$ cat src/rtl/core/slpr_pkg.sv
// ----------------------------------------------------------------------------
// slpr_pkg: shared definitions for the slew-limited PID step-rate core
// Widths, reset values, register indexes and the structs passed between the
// filter, the limiter and the top level.
// ----------------------------------------------------------------------------
package slpr_pkg;

    localparam int ANGLE_FRAC_BITS = 8;
    localparam int COEF_FRAC_BITS  = 16;
    localparam int RATE_BITS       = 12;

    localparam int ANGLE_W = 19;
    localparam int COEF_W  = 32;
    localparam int CMD_W   = 21;
    localparam int ERR_W   = ANGLE_W + 1;

    // Products and the exact sum of five of them.
    localparam int PROD_E_W = COEF_W + ERR_W;
    localparam int PROD_U_W = COEF_W + CMD_W;
    localparam int ACC_W    = PROD_U_W + 3;
    localparam int U_W      = ACC_W - COEF_FRAC_BITS;

    // Magnitude limits in command units: (rate) << ANGLE_FRAC_BITS.
    localparam int LIM_W = RATE_BITS + 1 + ANGLE_FRAC_BITS;

    localparam int CFG_IDX_W  = 3;
    localparam int CFG_DATA_W = COEF_W;

    localparam int IN_TDATA_W  = ((2 * ANGLE_W + 7) / 8) * 8;
    localparam int OUT_TDATA_W = ((RATE_BITS + CMD_W + 7) / 8) * 8;

    localparam logic [CFG_IDX_W-1:0] REG_COEF_B0    = 3'd0;
    localparam logic [CFG_IDX_W-1:0] REG_COEF_B1    = 3'd1;
    localparam logic [CFG_IDX_W-1:0] REG_COEF_B2    = 3'd2;
    localparam logic [CFG_IDX_W-1:0] REG_COEF_A1    = 3'd3;
    localparam logic [CFG_IDX_W-1:0] REG_COEF_A2    = 3'd4;
    localparam logic [CFG_IDX_W-1:0] REG_ACCEL_STEP = 3'd5;
    localparam logic [CFG_IDX_W-1:0] REG_RATE_LIMIT = 3'd6;

    localparam logic signed [COEF_W-1:0] RST_COEF_B0 = 32'sd215613440;   //  3290.0
    localparam logic signed [COEF_W-1:0] RST_COEF_B1 = -32'sd207290368;  // -3163.0
    localparam logic signed [COEF_W-1:0] RST_COEF_B2 = '0;
    localparam logic signed [COEF_W-1:0] RST_COEF_A1 = -32'sd65536;      // -1.0
    localparam logic signed [COEF_W-1:0] RST_COEF_A2 = '0;
    localparam logic [RATE_BITS-1:0]     RST_ACCEL_STEP = 12'd5;
    localparam logic [RATE_BITS-1:0]     RST_RATE_LIMIT = 12'd1500;

    typedef struct packed {
        logic signed [COEF_W-1:0] b0;
        logic signed [COEF_W-1:0] b1;
        logic signed [COEF_W-1:0] b2;
        logic signed [COEF_W-1:0] a1;
        logic signed [COEF_W-1:0] a2;
    } t_coefs;

    typedef struct packed {
        logic [RATE_BITS-1:0]    step_rate;
        logic                    reverse;
        logic signed [CMD_W-1:0] command;
    } t_result;

endpackage

$ cat src/rtl/core/slpr_limit.sv
// ----------------------------------------------------------------------------
// slpr_limit: slew and saturation limiter
// Caps the magnitude of the raw command at the smaller of the slew bound and
// the absolute limit, keeping its sign, and derives step rate and direction.
// ----------------------------------------------------------------------------
module slpr_limit (
    input  logic signed [slpr_pkg::U_W-1:0]      i_u,
    input  logic [slpr_pkg::RATE_BITS-1:0]       i_last_rate,
    input  logic [slpr_pkg::RATE_BITS-1:0]       i_accel_step,
    input  logic [slpr_pkg::RATE_BITS-1:0]       i_rate_limit,
    output slpr_pkg::t_result                    o_result
);
    import slpr_pkg::*;

    logic [RATE_BITS:0]      rate_sum;
    logic [LIM_W-1:0]        slew_lim;
    logic [LIM_W-1:0]        sat_lim;
    logic [LIM_W-1:0]        cap;
    logic                    u_neg;
    logic [U_W-1:0]          u_mag;
    logic signed [CMD_W-1:0] cap_cmd;
    logic signed [CMD_W-1:0] cmd;
    logic [CMD_W-1:0]        cmd_mag;
    logic [RATE_BITS-1:0]    rate;

    assign rate_sum = {1'b0, i_last_rate} + {1'b0, i_accel_step};
    assign slew_lim = {rate_sum, ANGLE_FRAC_BITS'(0)};
    assign sat_lim  = {1'b0, i_rate_limit, ANGLE_FRAC_BITS'(0)};

    // Slew clamp followed by the absolute clamp equals one clamp at the
    // smaller bound, with zero counted as positive.
    assign cap = (slew_lim < sat_lim) ? slew_lim : sat_lim;

    assign u_neg   = i_u[U_W-1];
    assign u_mag   = u_neg ? U_W'(-i_u) : U_W'(i_u);
    assign cap_cmd = CMD_W'(cap);

    always_comb begin
        if (u_mag > U_W'(cap)) begin
            cmd = u_neg ? -cap_cmd : cap_cmd;
        end else begin
            cmd = CMD_W'(i_u);
        end
    end

    assign cmd_mag = cmd[CMD_W-1] ? CMD_W'(-cmd) : CMD_W'(cmd);
    assign rate    = cmd_mag[ANGLE_FRAC_BITS +: RATE_BITS];

    assign o_result.step_rate = rate;
    assign o_result.reverse   = cmd[CMD_W-1] && (rate != '0);
    assign o_result.command   = cmd;

endmodule

$ cat config.mk
export PLATFORM = sky130hd
export DESIGN_NAME = slpr_limit
export DESIGN_NICKNAME = d
export VERILOG_FILES = /design/src/rtl/core/slpr_pkg.sv /design/src/rtl/core/slpr_limit.sv
export SDC_FILE = /design/constraint.sdc
export NUM_CORES = 1
export LEC_CHECK = 0
export BUFFER_PORTS_ARGS = -buffer_cell sky130_fd_sc_hd__buf_2
export CORE_ASPECT_RATIO = 1.25
export CORE_UTILIZATION = 45
export DETAILED_ROUTE_END_ITERATION = 8
export PLACE_DENSITY = 0.85
export SYNTH_ARGS = -nofsm -noshare
export SYNTH_HDL_FRONTEND = slang
export SYNTH_SLANG_ARGS = --single-unit
$ cat constraint.sdc
create_clock -name vclk -period 9.4
set_clock_uncertainty 0.05 [all_clocks]
set_input_delay 1.88 -clock vclk [all_inputs]
set_output_delay 1.88 -clock vclk [all_outputs]
set_load 0.05 [all_outputs]
# Word-level counts from Yosys, hierarchy flattened
# Index checks and enable logic that the tools add are counted.
word_totals:
  register_bits: 0
  inputBits: 76
  output_inout_bits: 34
  word_cells: 13
classes:
  n_addsub: 4
  order_cmp: 2
  mux: 5
  reduce_logical: 2
ops:
  columns: ["op", "n"]
  rows:
  - ["two-way mux 21 bit", 3]
  - ["> comparator 40 x 21 -> 1 bit", 1]
  - ["two-way mux 40 bit", 1]
  - ["negation 40 bit", 1]
  - ["< comparator 21 x 20 -> 1 bit", 1]
  - ["negation 21 bit", 1]
  - ["two-way mux 20 bit", 1]
  - ["negation 20 bit", 1]
  - ["adder 12 x 12 -> 13 bit", 1]
  - ["nonzero test 12 bit", 1]
  - ["logical AND 1 bit", 1]

# Depth between registers and ports, before layout
depth:
  depth_word: 10
  mapped_depth: 32
  mapped_depth_nobuf: 27

# Least setup slack after synthesis
# OpenSTA, ideal clock, no wires.
synth_timing:
  path_type: "input to output"
  startpoint: "in i_last_rate[0] in the netlist's numbering"
  endpoint: "out o_result[21] in the netlist's numbering"
  arrival_ps: 8699
  t_required_ps: 7470
  path_slack_ps: -1229
  stages: 29
  path_buffers: 4
  cell_sequence: "ha_1 > inv_1 > fa_1 > nand2b_1 > a211oi_4 > o2111ai_1 > nand2_1 > xor2_1 > ha_1 > a21oi_1 > o221ai_1 > a21oi_1 > and3_1 > buf_2 > clkbuf_1 > clkbuf_1 > nor2_1 > a21oi_1 > ha_1 > a21o_1 > a21o_1 > a221oi_1 > o311ai_0 > a311oi_1 > o41ai_1 > a211oi_4 > buf_4 > mux2i_1 > o41a_1"
synth_rtl:
  columns: ["element", "line_no", "text"]
  rows:
  - ["start: declaration", "slpr_limit.sv:8", "input logic [slpr_pkg::RATE_BITS-1:0] i_last_rate,"]
  - ["end: declaration", "slpr_limit.sv:11", "output slpr_pkg::t_result o_result"]

==> run metrics <==
status=complete, but fails checks; failing checks=setup timing; switching share of power=0.582; Post-Syn Nets=543; Filler cells=396; Port Buf Inserts=110; largest fanout on the critical path=5; FP Rows=32; Area Growth Syn to Fin=73.2%; Worst EP arrival=7690 ps; Syn Area/Cell=6.68 um^2; Power Internal=0.282 mW; area leader, netlist=ha_1; Slew Viols, Final=0; Setup Viol. Count Final=4; fin crit share=1.02; type of the worst setup path=in2out; Max VDD drop=0.109 mV; register share of total power=0; ANT cells=0; total negative slack=-518 ps; most used cell, CP=ha_4; DR pass1 iterations=5; achievable frequency=104 MHz; NetSw=0.393 mW; Cells after DPL=661; area share of the largest cell type after synthesis=0.147; Placed Area=4240 um^2; GP Congestion=0.928; synthesized area=2890 um^2; commonest non-fill, non-tap cell in the layout=buf_2; Power Total=0.675 mW; DIE HEIGHT=91.6 um; gr ovfl total=0; vias in the first global route=3,877; # nets final=715; largest net degree at the start of global routing=35; delay-heaviest family, CP=compound AO/OA/AOI/OAI gates; Post-DP HPWL=8350 um; GRT Overall Usage=0.319; fin cells=687; register area=0 um^2; RSZ-0062 raised after global routing=yes; I/O pin count=110; commonest non-fill, non-tap cells in the layout=87 x buf_2, 66 x buf_4, 51 x nand2_1, 25 x inv_1, 25 x nor2_1; CP Launch Type=input pin; Core ar.=6170 um^2; Seq cells=0; YS warnings=0; Seq/Total Area, Yosys=0; Unique masters post-synth=63; Vias/cell=6.13; slowest stage delay, CP=370 ps; Min Clock Period, post-route=9620 ps; layout cells sized above 1=0.477; Initial Utilization=0.468; Die Area=6740 um^2; Clock Power Share=0; Synth area leaders=ha_1 15%, xnor2_1 8.2%, nand2_1 6.9%; LEAKAGE=2.20 nW; WP data required=7470 ps; Max-Cap Viols=0; die width=73.7 um; Routed wire per std cell=18.1 um; WL final=12,500 um; Final Util=0.811; Rel. slew slack=0.421; DR iter-0 viols=349; antenna violations before repair=0; Comb power frac=1.000; Mapped Cells=432; Post-Place Setup Slack=-387 ps; Hold/Removal Path Class=in2out; CTS Hold Bufs=0; final hold violation count=0; WHS=4100 ps; buffer and inverter count on the worst path=5; cell area after layout=5000 um^2; antenna viol nets, final=0; power density cells=135 nW/um^2; number of remaining DRC errors=0; clk_buf instances=0; DR vias=4,210; fin worst setup slack=-220 ps; Worst Tran Pin Value=856 ps; CP endpoint kind=output port; Max stage delay cell, worst path=o41a_4; first-pass GRT wire length=17,300 um; Multi-input gate area=3410 um^2
Yosys cell counts (all sizes together), types with 2 or more instances:
| library cell | instances |
|---|---|
| o211ai | 5 |
| mux2i | 17 |
| o41ai | 3 |
| xor2 | 20 |
| ha | 34 |
| nor4b | 2 |
| clkbuf | 11 |
| nand2 | 53 |
| or3 | 9 |
| nand3 | 14 |
| buf | 5 |
| o21ai | 35 |
| a21o | 7 |
| nor2b | 3 |
| xnor2 | 27 |
| nor4 | 8 |
| nor3 | 16 |
| mux2 | 11 |
| nand4 | 4 |
| and3 | 5 |
| o21bai | 2 |
| or4 | 3 |
| o2111ai | 4 |
| o221ai | 2 |
| inv | 26 |
| nor2 | 30 |
| and2 | 11 |
| or2 | 2 |
| a21oi | 31 |
| a211oi | 3 |
| a2111oi | 3 |
| nand2b | 4 |
| a21boi | 2 |
| a31oi | 3 |
final cells by class:
class,count,share of cell area
Timing Repair Buffer,186,0.277
Multi-Input combinational cell,389,0.682
Tap cell,85,0.0213
Inverter,27,0.0203
worst paths after layout:
kind | from | endpoint | slack [ps] | cells past startpoint
hold / removal | i_u[6] | o_result[6] | 4100 | 3
setup / recovery | i_accel_step[0] | o_result[21] | -220 | 30
logic make-up (layout without fill, tap and decap cells):
family                     count (synthesis)  count (layout)  synth area share
muxes                                     28              28             0.103
adders and majority gates                 35              35             0.154
xor gates and xnor gates                  47              47             0.143
AOI/OAI and AO/OA                        111             111             0.251
other                                      1               1           0.00130
and+or+nand+nor                          167             167             0.289
buffers and inverters                     43             213            0.0585
repair_timing:
item | in CTS | in global routing
cloned | 1 | 1
setup buffers | 10 | 14
pin swaps | 34 | 13
resized for setup | 37 | 84
setup endpoints to repair | 19 | 34
tightest hold or removal path, delay by kind of cell:
family | cells | cell delay, ps
buffers and inverters | 2 | 250
and+or+nand+nor | 1 | 140
power by group through the flow:
| stage | Sequential, mW | Clock (mW) | Combinational [mW] |
|---|---|---|---|
| 3_3_place_gp | 0 | 0 | 0.537 |
| 5_1_grt | 0 | 0 | 0.707 |
| 4_1_cts | 0 | 0 | 0.593 |
| 2_1_floorplan | 0 | 0 | 0.395 |
| 3_5_place_dp | 0 | 0 | 0.548 |
| 6_report | 0 | 0 | 0.675 |
layer usage:
layer	share of wire	up-vias	global-route usage
met5	0	-	0
met4	0.063	0	0.155
met3	0.058	80	0.0311
met2	0.52	275	0.580
met1	0.36	1936	0.356
li1	-	1919	-
No activity file was read; power rests on OpenSTA's default activity.
